File: src/sv/des_block_cipher_unit_macros.svh
// assertion macros for the des block cipher unit
// no dependencies; bodies vanish when SYNTHESIS is defined
`ifndef DES_BLOCK_CIPHER_UNIT_MACROS_SVH
`define DES_BLOCK_CIPHER_UNIT_MACROS_SVH
`ifndef SYNTHESIS
`define DBC_ASSERT_IMPL(label, clk, rst, prop) \
   label: assert property (@(posedge clk) disable iff (rst) prop) else $error("%m failed");
`define DBC_ASSERT_NEXT(label, clk, rst, cond, nxt) \
   label: assert property (@(posedge clk) disable iff (rst) (cond) |=> (nxt)) else $error("%m failed");
`else
`define DBC_ASSERT_IMPL(label, clk, rst, prop)
`define DBC_ASSERT_NEXT(label, clk, rst, cond, nxt)
`endif
`endif

File: src/sv/dbc_pkg.sv
// shared types, tables and permutation functions for the des unit
// no dependencies
package dbc_pkg;
   localparam int RoundCount = 16;
   localparam logic [4:0] LAST_ROUND = 5'd15;

   typedef struct packed {
      logic load;
      logic round;
      logic finish;
      logic decrypt;
      logic [3:0] index;
   } dp_cmd_type;

   typedef logic [3:0] sbox_row_type [0:63];

   localparam logic [7:0] TAB_IP [0:63] = '{
      58,50,42,34,26,18,10,2, 60,52,44,36,28,20,12,4,
      62,54,46,38,30,22,14,6, 64,56,48,40,32,24,16,8,
      57,49,41,33,25,17,9,1,  59,51,43,35,27,19,11,3,
      61,53,45,37,29,21,13,5, 63,55,47,39,31,23,15,7};
   localparam logic [7:0] TAB_FP [0:63] = '{
      40,8,48,16,56,24,64,32, 39,7,47,15,55,23,63,31,
      38,6,46,14,54,22,62,30, 37,5,45,13,53,21,61,29,
      36,4,44,12,52,20,60,28, 35,3,43,11,51,19,59,27,
      34,2,42,10,50,18,58,26, 33,1,41,9,49,17,57,25};
   localparam logic [7:0] TAB_E [0:47] = '{
      32,1,2,3,4,5, 4,5,6,7,8,9, 8,9,10,11,12,13, 12,13,14,15,16,17,
      16,17,18,19,20,21, 20,21,22,23,24,25, 24,25,26,27,28,29, 28,29,30,31,32,1};
   localparam logic [7:0] TAB_P [0:31] = '{
      16,7,20,21,29,12,28,17, 1,15,23,26,5,18,31,10,
      2,8,24,14,32,27,3,9, 19,13,30,6,22,11,4,25};
   localparam logic [7:0] TAB_PC1 [0:55] = '{
      57,49,41,33,25,17,9, 1,58,50,42,34,26,18,
      10,2,59,51,43,35,27, 19,11,3,60,52,44,36,
      63,55,47,39,31,23,15, 7,62,54,46,38,30,22,
      14,6,61,53,45,37,29, 21,13,5,28,20,12,4};
   localparam logic [7:0] TAB_PC2 [0:47] = '{
      14,17,11,24,1,5, 3,28,15,6,21,10, 23,19,12,4,26,8, 16,7,27,20,13,2,
      41,52,31,37,47,55, 30,40,51,45,33,48, 44,49,39,56,34,53, 46,42,50,36,29,32};
   localparam logic [1:0] TAB_ROT [0:15] = '{1,1,2,2,2,2,2,2,1,2,2,2,2,2,2,1};

   localparam logic [3:0] TAB_S [0:7][0:63] = '{
    '{14,4,13,1,2,15,11,8,3,10,6,12,5,9,0,7,
     0,15,7,4,14,2,13,1,10,6,12,11,9,5,3,8,
     4,1,14,8,13,6,2,11,15,12,9,7,3,10,5,0,
     15,12,8,2,4,9,1,7,5,11,3,14,10,0,6,13},
    '{15,1,8,14,6,11,3,4,9,7,2,13,12,0,5,10,
     3,13,4,7,15,2,8,14,12,0,1,10,6,9,11,5,
     0,14,7,11,10,4,13,1,5,8,12,6,9,3,2,15,
     13,8,10,1,3,15,4,2,11,6,7,12,0,5,14,9},
    '{10,0,9,14,6,3,15,5,1,13,12,7,11,4,2,8,
     13,7,0,9,3,4,6,10,2,8,5,14,12,11,15,1,
     13,6,4,9,8,15,3,0,11,1,2,12,5,10,14,7,
     1,10,13,0,6,9,8,7,4,15,14,3,11,5,2,12},
    '{7,13,14,3,0,6,9,10,1,2,8,5,11,12,4,15,
     13,8,11,5,6,15,0,3,4,7,2,12,1,10,14,9,
     10,6,9,0,12,11,7,13,15,1,3,14,5,2,8,4,
     3,15,0,6,10,1,13,8,9,4,5,11,12,7,2,14},
    '{2,12,4,1,7,10,11,6,8,5,3,15,13,0,14,9,
     14,11,2,12,4,7,13,1,5,0,15,10,3,9,8,6,
     4,2,1,11,10,13,7,8,15,9,12,5,6,3,0,14,
     11,8,12,7,1,14,2,13,6,15,0,9,10,4,5,3},
    '{12,1,10,15,9,2,6,8,0,13,3,4,14,7,5,11,
     10,15,4,2,7,12,9,5,6,1,13,14,0,11,3,8,
     9,14,15,5,2,8,12,3,7,0,4,10,1,13,11,6,
     4,3,2,12,9,5,15,10,11,14,1,7,6,0,8,13},
    '{4,11,2,14,15,0,8,13,3,12,9,7,5,10,6,1,
     13,0,11,7,4,9,1,10,14,3,5,12,2,15,8,6,
     1,4,11,13,12,3,7,14,10,15,6,8,0,5,9,2,
     6,11,13,8,1,4,10,7,9,5,0,15,14,2,3,12},
    '{13,2,8,4,6,15,11,1,10,9,3,14,5,0,12,7,
     1,15,13,8,10,3,7,4,12,5,6,11,0,14,9,2,
     7,11,4,1,9,12,14,2,0,6,10,13,15,3,5,8,
     2,1,14,7,4,10,8,13,15,12,9,0,3,5,6,11}};

   function automatic logic [63:0] perm_ip(input logic [63:0] src);
      logic [63:0] res;
      for (int i = 0; i < 64; i++) res[63-i] = src[64-int'(TAB_IP[i])];
      return res;
   endfunction

   function automatic logic [63:0] perm_fp(input logic [63:0] src);
      logic [63:0] res;
      for (int i = 0; i < 64; i++) res[63-i] = src[64-int'(TAB_FP[i])];
      return res;
   endfunction

   function automatic logic [55:0] perm_pc1(input logic [63:0] src);
      logic [55:0] res;
      for (int i = 0; i < 56; i++) res[55-i] = src[64-int'(TAB_PC1[i])];
      return res;
   endfunction

   function automatic logic [47:0] perm_pc2(input logic [55:0] src);
      logic [47:0] res;
      for (int i = 0; i < 48; i++) res[47-i] = src[56-int'(TAB_PC2[i])];
      return res;
   endfunction

   function automatic logic [31:0] round_f(input logic [31:0] r, input logic [47:0] k);
      logic [47:0] x;
      logic [5:0] six;
      logic [31:0] s;
      logic [31:0] res;
      for (int i = 0; i < 48; i++) x[47-i] = r[32-int'(TAB_E[i])];
      x = x ^ k;
      for (int i = 0; i < 8; i++) begin
         six = x[42-6*i +: 6];
         s[28-4*i +: 4] = TAB_S[i][{six[5], six[0], six[4:1]}];
      end
      for (int i = 0; i < 32; i++) res[31-i] = s[32-int'(TAB_P[i])];
      return res;
   endfunction
endpackage

File: src/sv/dbc_key_schedule.sv
// round key store: expands the written key value into sixteen round keys
// depends on dbc_pkg
module dbc_key_schedule (
   input  logic        clock,
   input  logic        reset,
   input  logic        key_write,
   input  logic [63:0] key_value,
   input  logic [3:0]  index,
   output logic [47:0] round_key
);
   logic [47:0] keys_ff [0:15];
   logic [47:0] keys_in [0:15];
   logic [27:0] c;
   logic [27:0] d;
   logic [55:0] cd;

   // whole schedule is rebuilt on a key write; only narrow rotates chain
   always_comb begin
      cd = dbc_pkg::perm_pc1(key_value);
      c = cd[55:28];
      d = cd[27:0];
      for (int i = 0; i < 16; i++) begin
         if (dbc_pkg::TAB_ROT[i] == 2'd1) begin
            c = {c[26:0], c[27]};
            d = {d[26:0], d[27]};
         end else begin
            c = {c[25:0], c[27:26]};
            d = {d[25:0], d[27:26]};
         end
         keys_in[i] = dbc_pkg::perm_pc2({c, d});
      end
   end

   always_ff @(posedge clock) begin
      for (int i = 0; i < 16; i++) begin
         if (reset) begin
            keys_ff[i] <= '0;
         end else if (key_write) begin
            keys_ff[i] <= keys_in[i];
         end
      end
   end

   assign round_key = keys_ff[index];
endmodule

File: src/sv/dbc_datapath.sv
// feistel datapath: ip, shared round unit, swap and fp
// depends on dbc_pkg and dbc_key_schedule
`include "des_block_cipher_unit_macros.svh"
module dbc_datapath (
   input  logic               clock,
   input  logic               reset,
   input  dbc_pkg::dp_cmd_type cmd,
   input  logic [63:0]        data_block,
   input  logic               key_write,
   input  logic [63:0]        key_value,
   output logic [63:0]        result_block
);
   logic [31:0] l_ff, l_in, r_ff, r_in;
   logic [63:0] res_ff, res_in;
   logic [47:0] round_key;
   logic [3:0]  key_index;
   logic [63:0] ip_block;

   assign key_index = cmd.decrypt ? (4'd15 - cmd.index) : cmd.index;

   dbc_key_schedule u_keys (
      .clock     (clock),
      .reset     (reset),
      .key_write (key_write),
      .key_value (key_value),
      .index     (key_index),
      .round_key (round_key)
   );

   always_comb begin
      ip_block = dbc_pkg::perm_ip(data_block);
      l_in = l_ff;
      r_in = r_ff;
      res_in = res_ff;
      if (cmd.load) begin
         l_in = ip_block[63:32];
         r_in = ip_block[31:0];
      end else if (cmd.round) begin
         l_in = r_ff;
         r_in = l_ff ^ dbc_pkg::round_f(r_ff, round_key);
      end
      if (cmd.finish) begin
         res_in = dbc_pkg::perm_fp({r_ff, l_ff});
      end
   end

   always_ff @(posedge clock) begin
      if (reset) begin
         l_ff <= '0;
         r_ff <= '0;
         res_ff <= '0;
      end else begin
         l_ff <= l_in;
         r_ff <= r_in;
         res_ff <= res_in;
      end
   end

   assign result_block = res_ff;

   `DBC_ASSERT_IMPL(a_cmd_excl, clock, reset, !(cmd.load && cmd.round))
   `DBC_ASSERT_IMPL(a_finish_excl, clock, reset, !(cmd.finish && (cmd.load || cmd.round)))
   `DBC_ASSERT_NEXT(a_res_hold, clock, reset, !cmd.finish, $stable(res_ff))
endmodule

File: src/sv/dbc_controller.sv
// round sequencer for the des unit
// depends on dbc_pkg
`include "des_block_cipher_unit_macros.svh"
module dbc_controller (
   input  logic               clock,
   input  logic               reset,
   input  logic               start,
   input  logic               decrypt,
   output logic               busy,
   output logic               done,
   output dbc_pkg::dp_cmd_type cmd
);
   localparam logic [1:0] ST_IDLE  = 2'd0;
   localparam logic [1:0] ST_ROUND = 2'd1;
   localparam logic [1:0] ST_OUT   = 2'd2;

   logic [1:0] state_ff, state_in;
   logic [3:0] count_ff, count_in;
   logic       dec_ff, dec_in;
   logic       done_ff, done_in;

   always_comb begin
      state_in = state_ff;
      count_in = count_ff;
      dec_in = dec_ff;
      done_in = 1'b0;
      cmd = '0;
      cmd.decrypt = dec_ff;
      cmd.index = count_ff;
      unique case (state_ff)
         ST_IDLE: begin
            if (start) begin
               cmd.load = 1'b1;
               dec_in = decrypt;
               count_in = '0;
               state_in = ST_ROUND;
            end
         end
         ST_ROUND: begin
            cmd.round = 1'b1;
            count_in = count_ff + 4'd1;
            if ({1'b0, count_ff} == dbc_pkg::LAST_ROUND) state_in = ST_OUT;
         end
         ST_OUT: begin
            cmd.finish = 1'b1;
            done_in = 1'b1;
            state_in = ST_IDLE;
         end
         default: state_in = ST_IDLE;
      endcase
   end

   always_ff @(posedge clock) begin
      if (reset) begin
         state_ff <= ST_IDLE;
         count_ff <= '0;
         dec_ff <= 1'b0;
         done_ff <= 1'b0;
      end else begin
         state_ff <= state_in;
         count_ff <= count_in;
         dec_ff <= dec_in;
         done_ff <= done_in;
      end
   end

   assign busy = (state_ff != ST_IDLE);
   assign done = done_ff;

   `DBC_ASSERT_NEXT(a_start_busy, clock, reset, start && !busy, busy)
   `DBC_ASSERT_NEXT(a_done_after_out, clock, reset, state_ff == ST_OUT, done && !busy)
   `DBC_ASSERT_IMPL(a_count_idle, clock, reset, !(state_ff == ST_OUT && count_ff != 4'd0))
endmodule

File: src/sv/des_block_cipher_unit.sv
// des block cipher unit: single-des, one round per cycle
// csr key register at byte address 0, 64-bit data
// req channel: start with req_data_block and req_decrypt, accepted when busy is low
// rsp channel: rsp_valid strobes one cycle with rsp_result_block; no back-pressure
// sequence: ip on acceptance, the rounds in ST_ROUND, then fp in ST_OUT; rsp_valid is registered with the result
// a new block is accepted only once the previous result is registered, set by the single shared round unit
// busy stays high from acceptance until the result has been registered
// the sixteen round keys are rebuilt in the cycle of a key write
// reset clears the key to zero and returns the sequencer to idle
// write the key only while busy is low and no response is pending
// the receiver cannot stall; a result shows for exactly one cycle
module des_block_cipher_unit (
   input  logic        clock,
   input  logic        reset,
   input  logic        start,
   output logic        busy,
   input  logic [63:0] req_data_block,
   input  logic        req_decrypt,
   output logic        rsp_valid,
   output logic [63:0] rsp_result_block,
   input  logic        csr_psel,
   input  logic        csr_penable,
   input  logic        csr_pwrite,
   input  logic [2:0]  csr_paddr,
   input  logic [63:0] csr_pwdata,
   output logic [63:0] csr_prdata,
   output logic        csr_pready
);
   localparam logic [2:0] ADDR_KEY = 3'd0;

   dbc_pkg::dp_cmd_type cmd;
   logic [63:0] key_ff, key_in;
   logic        key_write;

   assign csr_pready = 1'b1;
   assign key_write = csr_psel && csr_penable && csr_pwrite && (csr_paddr == ADDR_KEY);
   assign key_in = key_write ? csr_pwdata : key_ff;
   assign csr_prdata = (csr_paddr == ADDR_KEY) ? key_ff : 64'd0;

   always_ff @(posedge clock) begin
      if (reset) key_ff <= '0;
      else       key_ff <= key_in;
   end

   dbc_controller u_ctrl (
      .clock   (clock),
      .reset   (reset),
      .start   (start),
      .decrypt (req_decrypt),
      .busy    (busy),
      .done    (rsp_valid),
      .cmd     (cmd)
   );

   dbc_datapath u_dp (
      .clock        (clock),
      .reset        (reset),
      .cmd          (cmd),
      .data_block   (req_data_block),
      .key_write    (key_write),
      .key_value    (csr_pwdata),
      .result_block (rsp_result_block)
   );
endmodule

File: config.mk
export PLATFORM = sky130hd
export DESIGN_NAME = des_block_cipher_unit
export DESIGN_NICKNAME = d
export VERILOG_FILES = /design/src/sv/dbc_pkg.sv /design/src/sv/dbc_key_schedule.sv /design/src/sv/dbc_datapath.sv /design/src/sv/dbc_controller.sv /design/src/sv/des_block_cipher_unit.sv
export VERILOG_INCLUDE_DIRS = /design/src /design/src/sv
export SDC_FILE = /design/constraint.sdc
export NUM_CORES = 1
export LEC_CHECK = 0
export ABC_AREA = 1
export BUFFER_PORTS_ARGS = -buffer_cell sky130_fd_sc_hd__buf_2
export CAP_MARGIN = 20
export CORE_UTILIZATION = 35
export CTS_CLUSTER_SIZE = 24
export DETAILED_ROUTE_END_ITERATION = 12
export PLACE_DENSITY = 0.61
export SETUP_SLACK_MARGIN = 0.05
export SLEW_MARGIN = 20
export SYNTH_ARGS = -nofsm -noshare
export SYNTH_HDL_FRONTEND = slang
export SYNTH_SLANG_ARGS = --single-unit
File: constraint.sdc
create_clock -name clock -period 3.6 [get_ports clock]
set_input_delay 0.72 -clock clock [delete_from_list [all_inputs] [get_ports clock]]
set_output_delay 0.72 -clock clock [all_outputs]
set_load 0.005 [all_outputs]
==> summary.md, run 1 <==
| Metric | Value |
|---|---|
| Remaining antenna violation count after routing | `0` |
| Clock-pin transition on the worst setup and hold timing paths | `0.06 ns` |
| Post-detail-place hpwl | `59,790 um` |
| Run status | `completed` |
| DRT iter0 DRCs | `2,210` |
| Die span in y | `236.1 um` |
| Die Span X | `236.1 um` |
| Number of synthesized flops with an enable pin | `56` |
| Pin count of the biggest net entering global routing | `82` |
| Portion of total power attributed to combinational logic | `59.7%` |
| Worst Setup SP | `u_ctrl.dec_ff$_SDFFE_PP0P_` |
| Number of sinks driven by the clock tree | `256` |
| Core area | `54,030 um^2` |
| Std cell rows | `85` |
| Count of fill cells added during filler insertion | `5,914` |
| Clock share of power | `19.1%` |
| Final critical-path share of the clock period | `92.60%` |
| Data required, critical path | `4.03 ns` |
| Placer's final routability congestion estimate | `1.015` |
| Capturing point of the worst reg2reg path | `u_dp.r_ff[14]$_SDFFE_PP0P_` |
| Post-route core utilization | `42.39%` |
| Path depth of the worst reg2reg path | `19` |
| Number of buffers between clock root and the deepest sink | `3` |
| Num ports | `269` |
| Class of the worst hold path | `in -> reg` |
| Count of synthesis-stage warnings from yosys | `0` |
| Most used flip-flop cell after synthesis | `dfxtp_1` |
| Worst slew slack as a fraction of its limit | `40.33%` |
| Internal | `7.951 mW` |
| Shortest period the worst path allows | `3.334 ns` |
| Setup TNS Final | `0 ns` |
| Number of synthesized register bits | `256` |
| Overall fraction of global-route tracks in use | `26.52%` |
| Power density cells | `691.7 nW/um^2` |
| Switching fraction of total power | `49.81%` |
| Initial Utilization | `35.50%` |
| Switching power | `7.891 mW` |
| Tightest Pin Transition | `0.8950 ns` |
| Nature of the critical path endpoint | `flip-flop` |
| Port Buffer Count | `267` |
| Initial antenna violation count | `1` |
| Average instance area after synthesis | `6.012 um^2` |
| Vias | `22.23k` |
| Antenna diode count | `0` |
| Kind of critical path | `reg -> reg` |
| WL/cell | `18.52 um` |
| Floorplan die area | `55,730 um^2` |
| Synthesized area | `19,180 um^2` |
| Clk root buf | `clkbuf_16` |
| FF-to-FF setup slack | `0.27 ns` |
| Wire length reported by the detailed router | `77,000 um` |
| Count of unique library cells instantiated by Yosys | `40` |
| Number of nets in the layout | `3,626` |
| Share of power burned in registers | `21.2%` |
| Area growth, synth to finish | `19.42%` |
| Max-slew violation count | `0` |
| First drt pass iteration count | `7` |
| Cts-stage hold buffer count | `0` |
| Startpoint type of the worst setup path | `flip-flop` |
| Number of buffers created by CTS | `30` |
| Avg Vias per Cell | `5.346` |
| Share of flip-flops with an asynchronous set or reset after synthesis | `0%` |
| Share of cells above drive strength 1 | `15.37%` |
| Sequential-to-total area share from yosys stat | `29.65%` |
| Hold Path Origin | `req_data_block[26]` |
| DRC violation count after routing | `0` |
| Number of instances in the synthesized netlist | `3,190` |
| CTS tree | `yes` |
| Number of failing setup endpoints in the final timing report | `0` |
| CP Max Fanout | `13` |
| Remaining global-route overflow | `0` |
| Number of global-route vias before repair | `20.42k` |
| WHS Path Cells | `3` |
| Unrepaired setup endpoints after global routing | `yes` |
| Wire length of the first global-routing pass | `116,700 um` |
| Maximum vdd drop | `0.4149 mV` |
| Reg-to-reg critical path startpoint | `u_ctrl.dec_ff$_SDFFE_PP0P_` |
| Fin. Hold Viols | `0` |
| Sink of the worst hold path | `u_dp.l_ff[12]$_SDFFE_PP0P_` |
| Max Clock Skew | `0.03583 ns` |
| Total of max-cap violations | `0` |
| Max Clk Rate | `300.0 MHz` |
| Level count of the clock H-tree | `1` |
| Net count after synthesis | `3,378` |
| Arrival @ worst endpoint | `3.77 ns` |
| Later-pin clock latency in the skew report | `0.59 ns` |
| Leak Pwr | `11.63 nW` |
critical path: stages (launching register included):
cell	delay [ns]
dfxtp_1	0.32
buf_4	0.13
inv_2	0.06
nand2_2	0.18
nand2_4	0.16
o21ai_1	0.25
nand2_1	0.13
nand3_1	0.09
nand3_1	0.21
nand3_1	0.18
nand2_2	0.07
ha_1	0.31
nand2_1	0.10
nand3_1	0.08
nand3_1	0.09
nand3_1	0.25
nand3_1	0.18
nand3_1	0.20
nand2_1	0.13
a21oi_1	0.07
cells by family (layout without fill, tap and decap cells):
| kind of cell | after synthesis | count (layout) | synth area share (%) |
|---|---|---|---|
| compound gates | 390 | 390 | 11.61 |
| xor+xnor | 13 | 13 | 0.7503 |
| fa+ha+maj | 50 | 50 | 3.262 |
| buf+inv | 532 | 803 | 11.57 |
| flops | 256 | 256 | 29.65 |
| other cells | 1 | 1 | 0.01955 |
| simple gates | 1948 | 1949 | 43.15 |
flip-flops by register name, indices dropped and copies added (netlist names):
signal,cells
key_ff,64
u_ctrl.state_ff,2
u_ctrl.count_ff,4
u_dp.result_block,64
u_dp.r_ff,32
u_dp.l_ff,32
u_ctrl.done,1
u_ctrl.dec_ff,1
u_dp.u_keys.keys_ff,56
power by group through the flow:
| stage | registers (mW) | logic (mW) | clock network (mW) |
|---|---|---|---|
| after floorplan | 3.31 | 6.40 | 0 |
| after global placement | 3.41 | 9.20 | 0 |
| after detailed placement | 3.40 | 9.07 | 0 |
| after CTS | 3.34 | 9.11 | 3.10 |
| after global routing | 3.37 | 10.5 | 3.21 |
| final | 3.36 | 9.45 | 3.03 |
Yosys cell counts, drive strengths merged (6+ instances only):
master / count / area share [%]
dfxtp: 200 / 21
nand4: 6 / 0.20
clkbuf: 79 / 1.6
inv: 366 / 7.2
edfxtp: 56 / 8.8
buf: 86 / 2.8
a21oi: 109 / 2.9
ha: 50 / 3.3
nand2: 1059 / 21
o21ai: 162 / 4.3
o211ai: 15 / 0.59
a221oi: 34 / 1.6
xor2: 10 / 0.54
nand3: 660 / 17
o22ai: 67 / 2.2
nor2: 215 / 4.2
layout by cell type (no fill, tap or decap), drive strengths merged:
cell type,instances
a21o,1
a21oi,109
a221oi,34
a22oi,1
a31oi,1
buf,377
bufinv,1
clkbuf,42
clkinv,9
clkinvlp,4
conb,1
dfxtp,200
edfxtp,56
ha,50
inv,370
nand2,1060
nand3,660
nand3b,3
nand4,6
nor2,215
nor3,2
nor4,1
o211ai,15
o21ai,162
o22ai,67
or2,2
xnor2,3
xor2,10
area by class of cell:
type                    instances  area, um^2  area share [%]
clock buffers                  39       845.8           3.693
clock inverters                17       145.1          0.6337
inverters                     367        1380           6.026
multi-input cells            2403       11500           50.20
flip-flops and latches        256        5688           24.84
well taps                     696       870.8           3.802
repair buffers                380        2476           10.81
stage by stage:
stage	cells	cell area (um^2)	setup WS, ns	hold WS [ns]	power [mW]
floorplan	3190	19180	0.2263	0.4570	9.709
global placement	4090	21570	0.07450	0.4699	12.60
detailed placement	4090	21570	0.05774	0.4731	12.48
CTS	4146	22560	0.07497	0.3617	15.55
global route	4158	22900	0.003272	0.3921	17.11
finish	4158	22900	0.2662	0.3785	15.84
per-layer routing:
layer	wire length [um]	up-vias	GRT usage, %
li1	-	10920	-
met1	34490	10190	36.84
met2	33680	957	42.00
met3	5683	153	3.148
met4	3139	0	9.725
met5	0	-	0
worst max path at each step:
stage | endpoint | cells past startpoint
floorplan | u_dp.u_keys.keys_ff[0][0]$_SDFFCE_PN0P_ | 4
global placement | u_dp.r_ff[12]$_SDFFE_PP0P_ | 22
detailed placement | u_dp.r_ff[12]$_SDFFE_PP0P_ | 22
CTS | u_dp.r_ff[12]$_SDFFE_PP0P_ | 22
global route | u_dp.r_ff[24]$_SDFFE_PP0P_ | 25
finish | u_dp.r_ff[14]$_SDFFE_PP0P_ | 19
what timing repair did:
item	CTS	global route
setup buffers	0	8
resized for setup	0	44
endpoints found under the setup margin	0	30
No activity file was read; power rests on OpenSTA's default activity.
==> run 2, diff against run 1 <==
Settings changed: RECOVER_POWER from default to 25, SYNTH_HIERARCHICAL from default to 1.
==> summary.md, run 2 <==
| Metric | Value |
|---|---|
| Run status | `finished, violations left` |
| Failing checks | `max-capacitance violations, max-slew violations` |
| Hold Path Origin | `req_decrypt` |
| Clock-pin transition on the worst setup and hold timing paths | `0.06 ns (about the same)` |
| Kind of critical path | `reg -> reg` |
| Nature of the critical path endpoint | `flip-flop` |
| Count of fill cells added during filler insertion | `6,214 (+5.1%)` |
| First drt pass iteration count | `6 (-1)` |
| Tightest Pin Transition | `2.293 ns (+1.398 ns)` |
| FF-to-FF setup slack | `0.31 ns (+0.05 ns)` |
| Post-placement setup slack | `0.1714 ns (+0.1137 ns)` |
| DRT iter0 DRCs | `2,086 (-5.6%)` |
| Count of unique library cells instantiated by Yosys | `37 (-7.5%)` |
| Wire length of the first global-routing pass | `115,900 um (-0.64%)` |
| Total power consumption of the routed design | `13.54 mW (-15%)` |
| Number of sinks driven by the clock tree | `256 (unchanged)` |
| Core area | `56,600 um^2 (+4.8%)` |
| Number of failing setup endpoints in the final timing report | `0 (unchanged)` |
| Vias | `22.60k (+1.7%)` |
| Port Buffer Count | `267 (unchanged)` |
| CTS tree | `yes` |
| Unrepaired setup endpoints after global routing | `no` |
| Leak Pwr | `12.22 nW (+5.0%)` |
| Floorplan die area | `58,470 um^2 (+4.9%)` |
| Maximum vdd drop | `0.3220 mV (-22%)` |
| Setup TNS Final | `0 ns (unchanged)` |
| Wire length reported by the detailed router | `74,400 um (-3.4%)` |
| Die Span X | `241.8 um (+2.4%)` |
| Later-pin clock latency in the skew report | `0.59 ns (about the same)` |
| Area growth, synth to finish | `18.03%` |
| Clock share of power | `23.4% (+4.3 points)` |
| Internal | `7.406 mW (-6.8%)` |
| Overall fraction of global-route tracks in use | `24.52% (-2.0 points)` |
| Sequential-to-total area share from yosys stat | `28.25% (-1.4 points)` |
| Highest metal layer used by the detailed router | `met5` |
| Synthesized area | `20,130 um^2 (+5.0%)` |
| Switching fraction of total power | `45.32% (-4.5 points)` |
| Ranking of synthesized cells by area | `nand2_1 (22%), dfxtp_1 (20%), nand3_1 (17%)` |
| Shortest period the worst path allows | `3.288 ns (-0.04583 ns)` |
| Net count after synthesis | `3,590 (+6.3%)` |
| DP Area | `22,660 um^2 (+5.1%)` |
| Data required, critical path | `4.11 ns (+0.08 ns)` |
| Final critical-path share of the clock period | `91.33% (-1.3 points)` |
| Number of synthesized flops with an enable pin | `56 (unchanged)` |
| Remaining global-route overflow | `0 (unchanged)` |
| Number of buffers created by CTS | `30 (unchanged)` |
| Power density cells | `570.1 nW/um^2 (-18%)` |
| Total of max-cap violations | `1 (+1)` |
| Post-placement cell count | `4,353 (+6.4%)` |
| Switching power | `6.138 mW (-22%)` |
| Arrival @ worst endpoint | `3.79 ns (+0.02 ns)` |
| Least setup slack across all paths after layout | `0.3121 ns (+0.04583 ns)` |
| Leading cell type in the layout, fill and taps excluded | `nand2_1` |
| Level count of the clock H-tree | `1 (unchanged)` |
| Non-filler instance count after layout | `4,413 (+6.1%)` |
| Initial Utilization | `35.56% (+0.061 points)` |
| Avg Vias per Cell | `5.121 (-4.2%)` |
| Count of synthesis-stage warnings from yosys | `6 (+6)` |
| Post-detail-place hpwl | `57,200 um (-4.3%)` |
| Share of flip-flops with an asynchronous set or reset after synthesis | `0% (unchanged)` |
| Num ports | `269 (unchanged)` |
| Max Clock Skew | `0.04088 ns (+0.005055 ns)` |
| Max Clk Rate | `304.1 MHz (+1.4%)` |
| Placer's final routability congestion estimate | `0.9739 (-4.0%)` |
| Met2 Wirelength | `32,890 um (-2.3%)` |
| DRC violation count after routing | `0 (unchanged)` |
| Number of nets in the layout | `3,836 (+5.8%)` |
| Number of buffers between clock root and the deepest sink | `3 (unchanged)` |
| Antenna diode count | `0 (unchanged)` |
| Most frequent cells after synthesis | `nand2_1 (1,183), nand3_1 (700), inv_1 (394), nor2_1 (255), dfxtp_1 (200)` |
| CP Max Fanout | `22 (+9)` |
| Number of instances in the synthesized netlist | `3,389 (+6.2%)` |
| Portion of total power attributed to combinational logic | `52.6% (-7.1 points)` |
| Most used flip-flop cell after synthesis | `dfxtp_1` |
| Die span in y | `241.8 um (+2.4%)` |
| Wire length on met3 | `5742 um (+1.0%)` |
| Reg-to-reg critical path startpoint | `u_ctrl/dec_ff$_SDFFE_PP0P_` |
| Share of cells above drive strength 1 | `13.95% (-1.4 points)` |
| Worst slew slack as a fraction of its limit | `-52.88% (-93 points)` |
| Most frequent cell after synthesis | `nand2_1` |
| Initial antenna violation count | `1 (unchanged)` |
| Clk root buf | `clkbuf_16` |
| Average instance area after synthesis | `5.939 um^2 (-1.2%)` |
| Number of global-route vias before repair | `20.57k (+0.73%)` |
| Share of Yosys cell area claimed by the top area cell type | `22.06% (+1.2 points)` |
| Most frequent cells in the layout | `nand2_1 (1,179), nand3_1 (700), inv_1 (392)` |
| Remaining antenna violation count after routing | `0 (unchanged)` |
| Post-layout instance area | `23,760 um^2 (+3.7%)` |
| Class of the worst hold path | `in -> reg` |
| Share of power burned in registers | `23.9% (+2.7 points)` |
| Fin. Hold Viols | `0 (unchanged)` |
| Number of synthesized register bits | `256 (unchanged)` |
| Detailed-route wire length on metal 1 | `33,170 um (-3.8%)` |
| Pin count of the biggest net entering global routing | `65 (-21%)` |
| Max-slew violation count | `57 (+57)` |
| WL/cell | `16.86 um (-9.0%)` |
| Worst Setup SP | `u_ctrl/dec_ff$_SDFFE_PP0P_` |
| Startpoint type of the worst setup path | `flip-flop` |
| Leading area contributor after synthesis | `nand2_1` |
| Std cell rows | `87 (+2.4%)` |
-- run 2: changes by cell type after synthesis, moves of 29 or more --
cell      change
nand2_1     +159
nand3_1      +40
a22oi_1      +31
nor2_1       +41
nand2_2      -29
inv_1        +46
o22ai_1      -67
o21ai_1      -34
a221oi_1     -34
-- run 2: final timing paths --
kind | endpoint | cells past startpoint
worst max-delay path | u_dp/r_ff[3]$_SDFFE_PP0P_ | 22
worst min-delay path | u_ctrl/dec_ff$_SDFFE_PP0P_ | 3
worst max register to register | u_dp/r_ff[3]$_SDFFE_PP0P_ | 22
worst min register to register | key_ff[50]$_SDFFE_PP0P_ | 2
-- run 2: kinds of logic (layout without fill, tap and decap cells) --
family	after synthesis	after routing	synth area share [%]
simple gates	2180	2180	45.73
buf+inv	593	861	12.61
compound gates	265	265	7.379
flops	256	256	28.25
fa+ha+maj	63	63	3.916
xor+xnor	31	31	2.095
other cells	1	1	0.01863
-- run 2: area by class of cell --
class | count | area, um^2 | share of cell area (%)
inverters | 407 | 1528 | 6.431
multi-input cells | 2540 | 12010 | 50.53
flip-flops and latches | 256 | 5688 | 23.94
clock buffers | 40 | 839.6 | 3.534
well taps | 756 | 945.9 | 3.982
repair buffers | 400 | 2569 | 10.81
clock inverters | 14 | 181.4 | 0.7637
-- run 2: worst max-delay path: stages (launching register included) --
cell and delay, ns:
dfxtp_2 0.38, buf_6 0.18, xor2_4 0.23, buf_4 0.16
buf_12 0.15, buf_4 0.16, nand2_1 0.10, nand3_1 0.10
nand3_1 0.10, nand2_2 0.12, inv_1 0.04, nand2_1 0.05
nand2_1 0.14, ha_1 0.38, inv_1 0.10, nand2_1 0.14
nand3_1 0.14, nand3_1 0.08, nand3_1 0.12, nand2_1 0.06
nand2_1 0.06, nand3_1 0.10, a21oi_1 0.15
-- run 2: power groups by stage --
stage	logic (mW)	registers, mW	clock network (mW)
2_1_floorplan	4.98	3.20	0
3_3_place_gp	7.02	3.30	0
3_5_place_dp	6.94	3.30	0
4_1_cts	6.97	3.24	3.24
5_1_grt	7.96	3.25	3.36
6_report	7.13	3.24	3.18
-- run 2: timing repair --
item	CTS	global route
hold buffers	0	0
endpoints found under the setup margin	0	30
buffers inserted	0	5
gates resized for setup	0	10
endpoints found under the hold margin	0	0
-- run 2: through the flow --
step	hold WS, ns	util [%]
after floorplan	0.4416	-
after global placement	0.4639	40.03
after detailed placement	0.4738	40.03
after CTS	0.4114	41.83
after global routing	0.4195	41.97
final	0.4285	41.97
-- run 2: routing by layer --
metal	global-route usage (%)	up-vias
li1	-	11250
met1	33.92	10280
met2	38.91	930
met3	3.541	136
met4	8.172	2
met5	0	-
==> run 3, diff against run 2 <==
Settings changed: CORE_MARGIN from default to 5, CTS_BUF_LIST from default to sky130_fd_sc_hd__clkbuf_16.
==> summary.md, run 3 (synthesis gave the netlist of run 2 again) <==
| Metric | Value |
|---|---|
| Cell type group with the largest total delay on the critical path | `simple AND/OR/NAND/NOR gates` |
| Delay contributed by the slowest stage of the critical path | `0.38 ns (about the same)` |
| Share of cells above drive strength 1 | `14.05% (+0.10 points)` |
| WP depth | `22 (unchanged)` |
| Clock-pin transition on the worst setup and hold timing paths | `0.07 ns (about the same)` |
| Num ports | `269 (unchanged)` |
| Number of buffers created by CTS | `29 (-3.3%)` |
| Level count of the clock H-tree | `1 (unchanged)` |
| Failing checks | `max-capacitance violations, max-slew violations` |
| Setup TNS Final | `0 ns (unchanged)` |
| Initial antenna violation count | `2 (+1)` |
| Non-filler instance count after layout | `4,411 (-0.045%)` |
| Floorplan die area | `62,400 um^2 (+6.7%)` |
| Setup crit end | `u_dp/r_ff[1]$_SDFFE_PP0P_` |
| Placer's final routability congestion estimate | `0.9855 (+1.2%)` |
| Worst slew slack as a fraction of its limit | `-27.37% (+26 points)` |
| Std cell rows | `88 (+1.1%)` |
| Worst path cell trace | `buf_4 -> xor2_4 -> buf_12 -> buf_4 -> nand2_1 -> nand3_1 -> nand3_1 -> nand2_1 -> inv_1 -> nand2_1 -> nand2_1 -> ha_4 -> inv_1 -> nand2_1 -> nand3_1 -> nand2_1 -> nand2_1 -> nand3_1 -> nand2_1 -> nand2_1 -> nand3_1 -> a21oi_1` |
| CP Max Fanout | `22 (unchanged)` |
| Kind of critical path | `reg -> reg` |
| Internal | `7.078 mW (-4.4%)` |
| Cell mode on critical path | `nand2_1` |
| Number of buffers between clock root and the deepest sink | `3 (unchanged)` |
| GR met1 Demand/Resource | `32.73% (-1.2 points)` |
| Post-detail-place hpwl | `58,930 um (+3.0%)` |
| Slowest-stage cell, CP | `dfxtp_2` |
| Initial Utilization | `35.09% (-0.47 points)` |
| Die span in y | `249.8 um (+3.3%)` |
| FF-to-FF setup slack | `0.28 ns (-0.03 ns)` |
| Final worst hold slack | `0.4115 ns (-0.01699 ns)` |
| Arrival @ worst endpoint | `3.83 ns (+0.04 ns)` |
| First drt pass iteration count | `6 (unchanged)` |
| Core area | `57,370 um^2 (+1.3%)` |
| Pin count of the biggest net entering global routing | `70 (+7.7%)` |
| Number of failing setup endpoints in the final timing report | `0 (unchanged)` |
| Portion of total power attributed to combinational logic | `53.4% (+0.8 points)` |
| Most frequent cells in the layout | `nand2_1 (1,175), nand3_1 (698), inv_1 (397)` |
| Max Clk Rate | `301.2 MHz (-0.97%)` |
| DRC violation count after routing | `0 (unchanged)` |
| Tightest Pin Transition | `1.903 ns (-0.3897 ns)` |
| Switching fraction of total power | `46.45% (+1.1 points)` |
| Worst Setup SP | `u_ctrl/dec_ff$_SDFFE_PP0P_` |
| Path depth of the worst reg2reg path | `22 (unchanged)` |
| Final critical-path share of the clock period | `92.23% (+0.90 points)` |
| Max-slew violation count | `30 (-47%)` |
| Least setup slack across all paths after layout | `0.2798 ns (-0.03229 ns)` |
| Switching power | `6.138 mW (about the same)` |
| Wire length of the first global-routing pass | `118,800 um (+2.5%)` |
| Number of nets in the layout | `3,824 (-0.31%)` |
| Number of sinks driven by the clock tree | `256 (unchanged)` |
| Nature of the critical path endpoint | `flip-flop` |
| Unrepaired setup endpoints after global routing | `yes` |
| Max Clock Skew | `0.02752 ns (-0.01336 ns)` |
| WL/cell | `17.26 um (+2.4%)` |
| Leading cell type in the layout, fill and taps excluded | `nand2_1` |
| Capturing point of the worst reg2reg path | `u_dp/r_ff[1]$_SDFFE_PP0P_` |
| Worst path buffer plus inverter count | `5 (-1)` |
| Post-placement setup slack | `0.1421 ns (-0.02934 ns)` |
| Routing usage on met3 | `4.241% (+0.70 points)` |
| Avg Vias per Cell | `5.148 (+0.53%)` |
| Die Span X | `249.8 um (+3.3%)` |
| Global route hottest layer | `met2` |
| Startpoint type of the worst setup path | `flip-flop` |
| Share of power burned in registers | `24.4% (+0.5 points)` |
| Run status | `finished, violations left` |
| Total of max-cap violations | `1 (unchanged)` |
| CTS tree | `yes` |
| Port Buffer Count | `267 (unchanged)` |
| DRT iter0 DRCs | `2,433 (+17%)` |
| Vias | `22.71k (+0.49%)` |
| Number of global-route vias before repair | `20.83k (+1.3%)` |
| Later-pin clock latency in the skew report | `0.58 ns (about the same)` |
| Class of the worst hold path | `in -> reg` |
| Area growth, synth to finish | `16.93%` |
| Power density cells | `561.6 nW/um^2 (-1.5%)` |
| Clock share of power | `22.2% (-1.2 points)` |
| Data required, critical path | `4.11 ns (about the same)` |
| Reg-to-reg critical path startpoint | `u_ctrl/dec_ff$_SDFFE_PP0P_` |
| Cts-stage hold buffer count | `0 (unchanged)` |
| Fin. Hold Viols | `0 (unchanged)` |
| Shortest period the worst path allows | `3.320 ns (+0.03229 ns)` |
| Post-placement cell count | `4,354 (+0.023%)` |
| Wire length reported by the detailed router | `76,120 um (+2.3%)` |
| Leak Pwr | `12.14 nW (-0.59%)` |
| Post-route core utilization | `41.02% (-0.94 points)` |
| Maximum vdd drop | `0.3585 mV (+11%)` |
| Remaining antenna violation count after routing | `0 (unchanged)` |
| Overall fraction of global-route tracks in use | `23.22% (-1.3 points)` |
| Remaining global-route overflow | `0 (unchanged)` |
| Clk root buf | `clkbuf_16` |
| Met2 routing resource usage after global routing | `36.33% (-2.6 points)` |
run 3: cell types whose count changed in the layout (fill, tap and decap cells not counted), moves of 3 or more:
| cell | before | now |
|---|---|---|
| buf_12 | 18 | 11 |
| nand2_2 | 8 | 12 |
| inv_1 | 392 | 397 |
| clkbuf_1 | 23 | 6 |
| clkbuf_2 | 0 | 3 |
| clkinv_1 | 5 | 8 |
| buf_6 | 4 | 0 |
| clkbuf_8 | 3 | 0 |
| nand2_1 | 1179 | 1175 |
| buf_2 | 251 | 262 |
| buf_4 | 109 | 106 |
run 3: repair_timing:
| item | in CTS | in global routing |
|---|---|---|
| endpoints found under the setup margin | 0 | 32 |
| gates resized for setup | 0 | 16 |
| endpoints found under the hold margin | 0 | 0 |
| setup buffers | 0 | 2 |
run 3: how the worst min path moves through the flow:
| stage | start | to | cells past startpoint |
|---|---|---|---|
| 6_report | req_decrypt | u_ctrl/dec_ff$_SDFFE_PP0P_ | 3 |
| 2_1_floorplan | u_ctrl/state_ff[0]$_SDFFE_PP0P_ | u_ctrl/done$_SDFF_PP0_ | 1 |
| 3_3_place_gp | key_ff[49]$_SDFFE_PP0P_ | key_ff[49]$_SDFFE_PP0P_ | 2 |
| 5_1_grt | req_decrypt | u_ctrl/dec_ff$_SDFFE_PP0P_ | 3 |
| 4_1_cts | req_decrypt | u_ctrl/dec_ff$_SDFFE_PP0P_ | 3 |
| 3_5_place_dp | key_ff[20]$_SDFFE_PP0P_ | key_ff[20]$_SDFFE_PP0P_ | 2 |
run 3: per-layer routing:
metal	vias up	part of all wire (%)
li1	11230	-
met3	130	8.7
met1	10300	44
met5	-	0
met4	0	3.4
met2	1053	44
run 3: layout make-up:
cell class                 instances  area (um^2)
sequential                       256         5688
clock inverter                    23        196.4
multi-input combinational       2540        12040
tap                              765        957.2
inverter                         407         1530
antenna                            2        5.005
clock buffer                      29        725.7
timing repair buffer             389         2390
fill                            6331        33830
run 3: worst register-to-register path, delay by kind of cell (launching register included):
kind,cells,cell delay (ns)
adder cells (fa/ha/maj),1,0.35
XOR/XNOR,1,0.21
flip-flops,1,0.38
AND/OR/NAND/NOR,14,1.43
AO/OA/AOI/OAI,1,0.14
buffers and inverters,5,0.76
run 3: stage by stage:
stage               power [mW]  instance area, um^2
finish                   13.22                23530
CTS                      13.11                23480
detailed placement       10.14                22560
global placement         10.22                22560
floorplan                8.174                20130
global route             14.26                23530
run 3: power groups by stage:
stage	Sequential [mW]	Combinational (mW)	Clock, mW
floorplan	3.20	4.98	0
global placement	3.28	6.94	0
detailed placement	3.28	6.86	0
CTS	3.22	6.89	3.00
global route	3.24	7.91	3.11
finish	3.22	7.06	2.93
